## config.mk

```make
export PLATFORM = sky130hd
export DESIGN_NAME = plfa_ram
export DESIGN_NICKNAME = d
export VERILOG_FILES = /design/src/hw/rtl/plfa_ram.sv
export SDC_FILE = /design/constraint.sdc
export NUM_CORES = 2
export LEC_CHECK = 0
export BUFFER_PORTS_ARGS = -buffer_cell sky130_fd_sc_hd__buf_2
export CELL_PAD_IN_SITES_DETAIL_PLACEMENT = 2
export CELL_PAD_IN_SITES_GLOBAL_PLACEMENT = 2
export CORE_ASPECT_RATIO = 0.7
export CORE_UTILIZATION = 45
export CTS_BUF_LIST = sky130_fd_sc_hd__clkbuf_16
export DETAILED_ROUTE_END_ITERATION = 8
export PLACE_DENSITY = 0.75
export SETUP_SLACK_MARGIN = 0.5
export SLEW_MARGIN = 20
export SYNTH_ARGS = -nofsm -noshare
export SYNTH_HDL_FRONTEND = slang
export SYNTH_SLANG_ARGS = --single-unit
```

## constraint.sdc

```tcl
create_clock -name clk -period 2.15 [get_ports clk]
set_input_delay 0.215 -clock clk [delete_from_list [all_inputs] [get_ports clk]]
set_output_delay 0.215 -clock clk [all_outputs]
set_load 0.02 [all_outputs]
```

## src/hw/rtl/plfa_ram.sv

```systemverilog
// Generic single-write, single-read RAM with registered read data.
// No dependencies.
`default_nettype none

module plfa_ram #(
  parameter int WIDTH = 8,
  parameter int DEPTH = 256
) (
  input  wire logic                     clk,
  input  wire logic                     wr_en,
  input  wire logic [$clog2(DEPTH)-1:0] wr_addr,
  input  wire logic [WIDTH-1:0]         wr_data,
  input  wire logic                     rd_en,
  input  wire logic [$clog2(DEPTH)-1:0] rd_addr,
  output      logic [WIDTH-1:0]         rd_data
);

  logic [WIDTH-1:0] mem [DEPTH];

  always_ff @(posedge clk) begin
    if (wr_en) begin
      mem[wr_addr] <= wr_data;
    end
    if (rd_en) begin
      rd_data <= mem[rd_addr];
    end
  end

endmodule

`default_nettype wire

```

==> summary.md <==
| Metric | Value |
|---|---|
| Asr flop ratio synth | 0 |
| Critical path class | in2reg |
| DP Wirelength | approximately 190 mm |
| Post-layout util | 0.544 |
| # DRC | 4 |
| Critical Path AT | 3.22 ns |
| Sink Count | approximately 2000 |
| Synthesis Warnings | 0 |
| Via density | about 6.5 |
| Worst Hold Slack | 0.213 ns |
| Ratio of cells with drive above 1 in the final layout | 0.352 |
| Critical Path Sink Type | register |
| Fillers | 14600 |
| GR Overflow Total | 0 |
| CORE AREA | approximately 170000 µm² |
| Clock buffer depth | 3 |
| Initial core utilization | 0.455 |
| Critical Path RT | 2.79 ns |
| Startpoint Class | input pin |
| Reg2Reg Depth | 8 |
| Global Route Usage Sum | 0.326 |
| CP Max Fanout | 20 |
| Hold endpoint | mem[225][2] |
| Chip Height | between 300 and 400 µm |
| Worst-Skew Late Latency | 0.86 ns |
| Min-Delay Path Class | in2reg |
| Hold path depth | 4 |
| Count leader, synth | edfxtp_1 |
| Top FF cell, synth | edfxtp_1 |
| Inst Count DP | approximately 6500 |
| Hold Crit Start | wr_addr[7] |
| Cell row count | around 130 |
| Post-synthesis cell type count | 54 |
| Top cell type by total area after synthesis | edfxtp_1 |
| Post-synth top cells | edfxtp_1, mux4_2, nor2_1, mux2i_1, a22oi_1 |
| Largest net degree at the start of global routing | 96 |
| Pwr Total | 83.0 mW |
| Crit share post-route | 1.20 |
| Min cycle time layout | around 2.6 ns |
| PortBufs | 34 |
| Post-synthesis sequential area ratio | 0.775 |
| Max cap viols | 0 |
| Final cell count without fillers | ~7000 |
| Post-synthesis sequential element count | between 2000 and 2500 |
| First-pass GRT wire length | roughly 400 mm |
| 1st-pass router iterations | 8 |
| R2r setup slk | -0.39 ns |
| Vias | between 40000 and 50000 |
| Number of global-route vias before repair | 47300 |
| Leak | just over 30 nW |
| Largest cells by area after synthesis | edfxtp_1, mux4_2, mux2i_1 |
| RSZ-0062 raised after global routing | true |
| Status | finished, violations left |
| Root Buffer | clkbuf_16 |
| Antenna-violating nets left | 0 |
| Post-synth top area share | 0.775 |
| Clock slew seen by the registers of the worst setup and hold paths | roughly 0.070 ns |
| CTS buffer count | between 150 and 200 |
| Cells after Synth | roughly 3700 |
| Reg2reg end | rd_data[4] |
| Synthesized area | between 70000 and 80000 µm² |
| CTS tree | yes |
| Final Slew Violations | 0 |
| Area Overhead vs Synth | 19.5% |
| Final worst setup slack | -0.433 ns |
| Number of synthesized flops with an enable pin | around 2100 |
| VDD IR max | 0.741 mV |
| Slew Limit Headroom | 0.358 |
| DR iter-0 viols | about 6200 |
| DRT Wirelength | roughly 290 mm |
| Syn_area_per_cell | 21.3 µm² |
| Fmax | ~390 MHz |
| RD Place Congestion | about 0.86 |
| IO Count | 35 |
| Die X-Extent | roughly 500 µm |
| Failing checks | design-rule violations, negative setup slack |
| Cell Pwr Density | ~870 nW/µm² |
| H-tree levels | 4 |
| Final Hold Violating Endpoints | 0 |
| WL per Instance | 41.9 µm |
| Final setup violating endpoints | 8 |
| Die area | 179000 µm² |
| Slew at the pin closest to its max-slew limit | between 0.9 and 1 ns |
| Post-Syn Nets | between 3000 and 4000 |
| Nets | 4437 |
| Reg-to-reg critical path startpoint | mem[137][4] |
| Final Skew | 0.0535 ns |
| Initial antenna violation count | 11 |
where the power goes:
part	total, mW	switching [mW]	internal [mW]	leakage, nW
sequential	44.3	0.0871	44.2	18.5
clock	33.1	15.9	17.2	3.07
combinational	5.64	3.52	2.12	8.98
total	83.0	19.5	63.5	30.5
through the flow:
stage | instance area, µm² | TNS [ns] | setup slack [ns]
finish | 95100 | -2.41 | -0.433
global route | 95100 | -2.63 | -0.424
CTS | 95000 | -2.42 | -0.427
detailed placement | 88500 | -13.67 | -1.66
global placement | 88500 | -9.78 | -1.42
floorplan | 80800 | -0.107 | -0.0224
logic make-up (layout without fill, tap and decap cells):
logic type      Yosys count  after routing  share of synthesized area
simple gates            466            466                     0.0263
buf+inv                 235           1071                     0.0183
other cells               0              6                          0
compound gates          385            385                     0.0342
mux                     591            591                      0.146
flops                  2056           2056                      0.775
sequential cells by signal, summed over array words and instances, names as in the netlist:
register / count
rd_data: 8
mem: 2048
per-layer routing:
metal  GRT usage  part of all wire
met4       0.111             0.037
met2       0.525              0.48
met5           0          0.000038
met1       0.443              0.39
met3      0.0687             0.093
worst max-delay path, stage by stage:
cell and delay (ns):
buf_8 0.30, buf_4 0.25, buf_12 0.23, buf_4 0.28, mux2i_1 0.12, o221ai_1 0.53
o211ai_1 0.22, a21oi_2 0.36, nor4_4 0.05, buf_4 0.18, nor4_2 0.39
worst max-delay path by stage:
stage | from | endpoint | slack, ns
floorplan | rd_addr[0] | rd_data[0] | -0.02
CTS | mem[137][4] | rd_data[4] | -0.43
global route | mem[137][4] | rd_data[4] | -0.42
global placement | rd_addr[0] | rd_data[0] | -1.42
detailed placement | rd_addr[0] | rd_data[0] | -1.66
finish | rd_addr[0] | rd_data[0] | -0.43
placed cells by master, fill, tap and decap left out, types with 10 or more instances in the layout:
cell	count
clkinv_1	49
nor2_1	173
o22ai_1	28
edfxtp_1	2056
nand4_1	10
nor2b_1	24
clkinv_2	30
mux2i_1	134
mux4_2	455
nor3_1	12
nand3_1	25
inv_1	59
a21oi_1	93
buf_12	98
clkbuf_16	197
o221ai_1	43
buf_6	13
o211ai_1	10
nand2_1	33
buf_2	14
a22oi_1	130
nor2_4	107
buf_4	571
what timing repair did:
action	in CTS	in global routing
setup endpoints to repair	16	16
resized for setup	104	20
buffers inserted	0	0
hold buffers	9	0
pin swaps	29	20
endpoints found under the hold margin	372	0
cell type report:
class                           count  area, µm²  share of cell area
Antenna cell                        6       15.0            0.000158
Clock buffer                      197       4930              0.0518
Clock inverter                    157        875             0.00919
Inverter                            2       7.51           0.0000789
Multi-Input combinational cell   1442      17900               0.189
Sequential cell                  2056      61700               0.649
Tap cell                         2340       2930              0.0308
Timing Repair Buffer              715       6700              0.0705
No activity file was read; power rests on OpenSTA's default activity.
