$ cat src/hw/rtl/plfa_pkg.sv
// Shared types and constants for the pixel table and feather alpha block.
// Used by plfa_pos, pixel_lut_and_feather_alpha_top and plfa_checker.
`default_nettype none

package plfa_pkg;

  localparam int BORDER_WIDTH  = 32;
  localparam int MAX_DIMENSION = 4096;

  localparam int DIM_W   = $clog2(MAX_DIMENSION + 1);
  localparam int COUNT_W = $clog2(MAX_DIMENSION);
  localparam int PIX_W   = 8;
  localparam int TBL_DEPTH = 256;
  localparam int TBL_AW    = $clog2(TBL_DEPTH);

  localparam int CFG_IDX_W = 2;
  localparam logic [CFG_IDX_W-1:0] CFG_CORRECT_ENABLE = 2'd0;
  localparam logic [CFG_IDX_W-1:0] CFG_FRAME_WIDTH    = 2'd1;
  localparam logic [CFG_IDX_W-1:0] CFG_FRAME_HEIGHT   = 2'd2;

  localparam logic CMD_PIXEL = 1'b0;
  localparam logic CMD_TABLE = 1'b1;

  localparam logic [1:0] TABLE_BLUE  = 2'd0;
  localparam logic [1:0] TABLE_GREEN = 2'd1;
  localparam logic [1:0] TABLE_RED   = 2'd2;

  localparam logic [DIM_W-1:0] FRAME_WIDTH_RESET  = DIM_W'(640);
  localparam logic [DIM_W-1:0] FRAME_HEIGHT_RESET = DIM_W'(480);

  localparam logic [PIX_W-1:0] PIX_MAX = PIX_W'(255);
  localparam logic [PIX_W-1:0] RAMP_STEP = PIX_W'(255 / BORDER_WIDTH);

  // Position-derived info for the pixel currently at the input.
  typedef struct packed {
    logic             in_border;
    logic [PIX_W-1:0] ramp;
    logic             eof;
  } pos_info_t;

endpackage

`default_nettype wire

$ cat src/hw/rtl/plfa_pos.sv
// Raster position counters, edge distance, feather ramp and end-of-frame flag.
// Depends on plfa_pkg.
`default_nettype none

module plfa_pos (
  input  wire logic                      clk,
  input  wire logic                      rst,
  input  wire logic                      advance,
  input  wire logic                      restart,
  input  wire logic [plfa_pkg::DIM_W-1:0] frame_width,
  input  wire logic [plfa_pkg::DIM_W-1:0] frame_height,
  output      plfa_pkg::pos_info_t        info
);

  import plfa_pkg::*;

  logic [COUNT_W-1:0] row;
  logic [COUNT_W-1:0] column;
  logic [COUNT_W-1:0] row_next;
  logic [COUNT_W-1:0] column_next;

  logic [DIM_W-1:0] w_eff;
  logic [DIM_W-1:0] h_eff;
  logic [DIM_W-1:0] row_ext;
  logic [DIM_W-1:0] col_ext;
  logic [DIM_W-1:0] row_rem;
  logic [DIM_W-1:0] col_rem;
  logic [DIM_W-1:0] min_row;
  logic [DIM_W-1:0] min_col;
  logic [DIM_W-1:0] edge_dist;
  logic [2*PIX_W-1:0] ramp_prod;
  logic             last_col;
  logic             last_row;

  function automatic logic [DIM_W-1:0] clamp_dim(input logic [DIM_W-1:0] v);
    logic [DIM_W-1:0] r;
    r = v;
    if (v == '0) begin
      r = DIM_W'(1);
    end else if (v > DIM_W'(MAX_DIMENSION)) begin
      r = DIM_W'(MAX_DIMENSION);
    end
    return r;
  endfunction

  always_comb begin
    w_eff     = clamp_dim(frame_width);
    h_eff     = clamp_dim(frame_height);
    row_ext   = DIM_W'(row);
    col_ext   = DIM_W'(column);
    row_rem   = h_eff - row_ext;
    col_rem   = w_eff - col_ext;
    min_row   = (row_ext < row_rem) ? row_ext : row_rem;
    min_col   = (col_ext < col_rem) ? col_ext : col_rem;
    edge_dist = (min_row < min_col) ? min_row : min_col;

    ramp_prod = (2*PIX_W)'(edge_dist[PIX_W-1:0]) * (2*PIX_W)'(PIX_MAX);
    info.in_border = (edge_dist <= DIM_W'(BORDER_WIDTH));
    info.ramp      = PIX_W'(ramp_prod / BORDER_WIDTH);

    last_col = ((col_ext + DIM_W'(1)) >= w_eff);
    last_row = ((row_ext + DIM_W'(1)) >= h_eff);
    info.eof = last_col & last_row;

    row_next    = row;
    column_next = column;
    if (restart) begin
      row_next    = '0;
      column_next = '0;
    end else if (advance) begin
      if (last_col) begin
        column_next = '0;
        row_next    = last_row ? '0 : row + COUNT_W'(1);
      end else begin
        column_next = column + COUNT_W'(1);
      end
    end
  end

  always_ff @(posedge clk) begin
    if (rst) begin
      row    <= '0;
      column <= '0;
    end else begin
      row    <= row_next;
      column <= column_next;
    end
  end

endmodule

`default_nettype wire

$ cat config.mk
export PLATFORM = sky130hd
export DESIGN_NAME = plfa_pos
export DESIGN_NICKNAME = d
export VERILOG_FILES = /design/src/hw/rtl/plfa_pkg.sv /design/src/hw/rtl/plfa_pos.sv
export SDC_FILE = /design/constraint.sdc
export NUM_CORES = 1
export LEC_CHECK = 0
export ABC_AREA = 1
export BUFFER_PORTS_ARGS = -buffer_cell sky130_fd_sc_hd__buf_4
export CORE_ASPECT_RATIO = 0.8
export CORE_MARGIN = 2
export CORE_UTILIZATION = 56
export DETAILED_ROUTE_END_ITERATION = 6
export PLACE_DENSITY = 0.77
export SETUP_SLACK_MARGIN = 0.2
export SYNTH_ARGS = -nofsm -noshare
export SYNTH_HDL_FRONTEND = slang
export SYNTH_SLANG_ARGS = --single-unit
$ cat constraint.sdc
create_clock -name clk -period 11.5 [get_ports clk]
set_clock_uncertainty 0.05 [all_clocks]
set_input_delay 0.575 -clock clk [delete_from_list [all_inputs] [get_ports clk]]
set_output_delay 0.575 -clock clk [all_outputs]
set_load 0.005 [all_outputs]
==> metrics.txt <==
synth unique cells 45; Overflow after GRT 0; Die H 97.7 um; Via-to-Cell Ratio ~5.4; CTS Buffer Depth 2; Inserted Diodes 0; setup repair bufs after CTS 0; final core utilization 61.8%; Mapped Area about 6100 sq um; Placed Area around 6500 sq um; RePlAce Congestion 0.935; drt first pass iters 5; area grow syn2layout 8.25%; DIE WIDTH ~120 um; run status completed; clock sinks 24; initial antenna violation count 0; IO Count 40; WL final 14.5 mm; Finish-stage setup viols 0; NumNets Final about 1100; CP max-delay cell fa_1; asr flop ratio synth 0%; Gate Count Post-Synth between 900 and 1000; syn nets approximately 1100; most common cell after layout, fill and taps aside inv_1; final antenna-violating net count 0; worst slew pin tran roughly 0.81 ns; YS warnings 0; first-pass GRT wire length ~26 mm; Slew headroom 46.0%; Post-route DRC 0; Max Fanout on Critical Path 16; Main synth FF type dfxtp_1; share of cells above drive strength 1 approximately a tenth; largest net degree at the start of global routing 25; worst endpoint required time 10.88 ns; Pwr Total approximately 0.77 mW; TritonCTS Buffers 3; fmax a little under 100 MHz; H-tree depth 1; violation count after the first detailed-routing iteration 339; worst vdd ir between 80 and 90 uV; most frequent cells in the layout 187 x inv_1, 172 x nand2_1, 112 x ha_1, 68 x a21oi_1, 49 x nor2_1; crit-path most repeated cell o21ai_0; post-DR wirelength/cell approximately 13 um; CTS tree built; row count 34; type of origin of the critical path primary input; routed vias between 5000 and 6000; PostCTS Resize Cnt 0; GRT Overall Usage between 20% and 30%; Max Cap Viol 0; Min Hold Slack ~0.46 ns; total negative slack 0 ns; Core ar. 10800 sq um; post-route cell area 6650 sq um; Worst EP arrival 9.62 ns; WS Path Type primary input to primary output; CP Capture Type primary output; Final period util between 80% and 90%; PD cells ~120 nW/um^2; EDFF count, synth 0; initial core utilization between 50% and 60%; Yosys reg bits 24; RSZ-0062 raised after global routing no; Final Hold Fails 0; post-DP HPWL approximately 13 mm; number of global-route vias before repair approximately 5600; P_leak 3.59 nW; I/O Buffers 39; Final Max Tran Viols 0; Seq/Total Area, Yosys 7.82%; max incr delay on CP approximately 0.60 ns; fin crit period roughly 10 ns; Die Area 11800 sq um; Syn Area/Cell 6.74 sq um; Root Driver clkbuf_16; HP Class primary input to flop; Clock transition at path regs roughly 0.06 ns; clk_lat worst skew around 0.26 ns; Post-CTS Hold Fix Bufs 0
==> cell families (layout without fill, tap and decap cells) <==
kind of cell    count (synthesis)  count (layout)  synth area share, %
other cells                     2               2                0.122
simple gates                  346             346                 26.7
compound gates                151             151                 14.7
flops                          24              24                 7.82
fa+ha+maj                     137             137                 31.0
xor+xnor                       48              48                 6.97
buf+inv                       203             233                 12.8
==> cell type report <==
type	count	area [sq um]
tap	144	180
fill	1031	4110
multi-input combinational	684	4880
clock inverter	1	30.0
timing repair buffer	39	293
sequential	24	480
inverter	190	713
clock buffer	3	75.1
==> worst max-delay path, delay by kind of cell <==
kind / cells / cell delay, ns
adder cells (fa/ha/maj): 9 / 3.56
AO/OA/AOI/OAI: 14 / 2.85
AND/OR/NAND/NOR: 12 / 1.54
buffers and inverters: 6 / 0.87
XOR/XNOR: 1 / 0.23
==> metrics by stage <==
stage,setup WS (ns),instances
after CTS,1.24,1085
after detailed placement,1.26,1081
after global placement,1.46,1081
after floorplan,2.33,911
final,1.25,1085
after global routing,0.323,1085
==> power breakdown <==
part | switching, mW | internal [mW] | total, mW
clock network | 0.0328 | 0.0693 | 0.102
logic | 0.327 | 0.257 | 0.584
registers | 0.00102 | 0.0836 | 0.0846
total | 0.361 | 0.410 | 0.771
==> cell usage after synthesis (2+ instances only) <==
| cell type | n | area (sq um) |
|---|---|---|
| inv_1 | 187 | 702 |
| nand2_1 | 172 | 646 |
| ha_1 | 112 | 1400 |
| a21oi_1 | 68 | 340 |
| nor2_1 | 49 | 184 |
| xor2_1 | 40 | 350 |
| nand3_1 | 37 | 185 |
| o21ai_0 | 30 | 150 |
| fa_1 | 25 | 500 |
| dfxtp_1 | 24 | 480 |
| nor3_1 | 19 | 95.1 |
| nand2_2 | 15 | 93.8 |
| nand3_2 | 14 | 140 |
| nand4_1 | 14 | 87.6 |
| a211oi_1 | 12 | 90.1 |
| clkbuf_1 | 10 | 37.5 |
| o21bai_1 | 9 | 67.6 |
| nor4_1 | 8 | 50.1 |
| xnor2_1 | 7 | 61.3 |
| o21ai_1 | 6 | 30.0 |
| nand2_4 | 5 | 56.3 |
| nor2_2 | 5 | 31.3 |
| nand3b_1 | 4 | 30.0 |
| a21oi_2 | 3 | 26.3 |
| a22oi_1 | 3 | 22.5 |
| a31oi_1 | 3 | 18.8 |
| buf_6 | 3 | 33.8 |
| inv_2 | 3 | 11.3 |
| o21a_1 | 3 | 22.5 |
| conb_1 | 2 | 7.51 |
| o211ai_1 | 2 | 15.0 |
| o21ai_2 | 2 | 17.5 |
| o221ai_1 | 2 | 17.5 |
| o31ai_1 | 2 | 15.0 |
==> metal layers <==
metal	GRT usage [%]	up-vias	routed length [um]
li1	-	3034	-
met1	36.6	2641	7260
met2	43.3	138	6430
met3	3.46	21	612
met4	5.46	0	228
met5	0	-	0
==> flip-flops by register name, summed over array words and instances, names as in the netlist <==
name	flops
column	12
row	12
==> worst paths after layout <==
kind	startpoint	end	slack [ns]	depth (start not counted)
max	frame_width[4]	info[8]	1.25	42
min	advance	column[0]	0.46	2
max reg2reg	column[0]	row[11]	7.32	14
min reg2reg	column[6]	column[6]	0.53	2
Power figures use the tool's default switching activity.
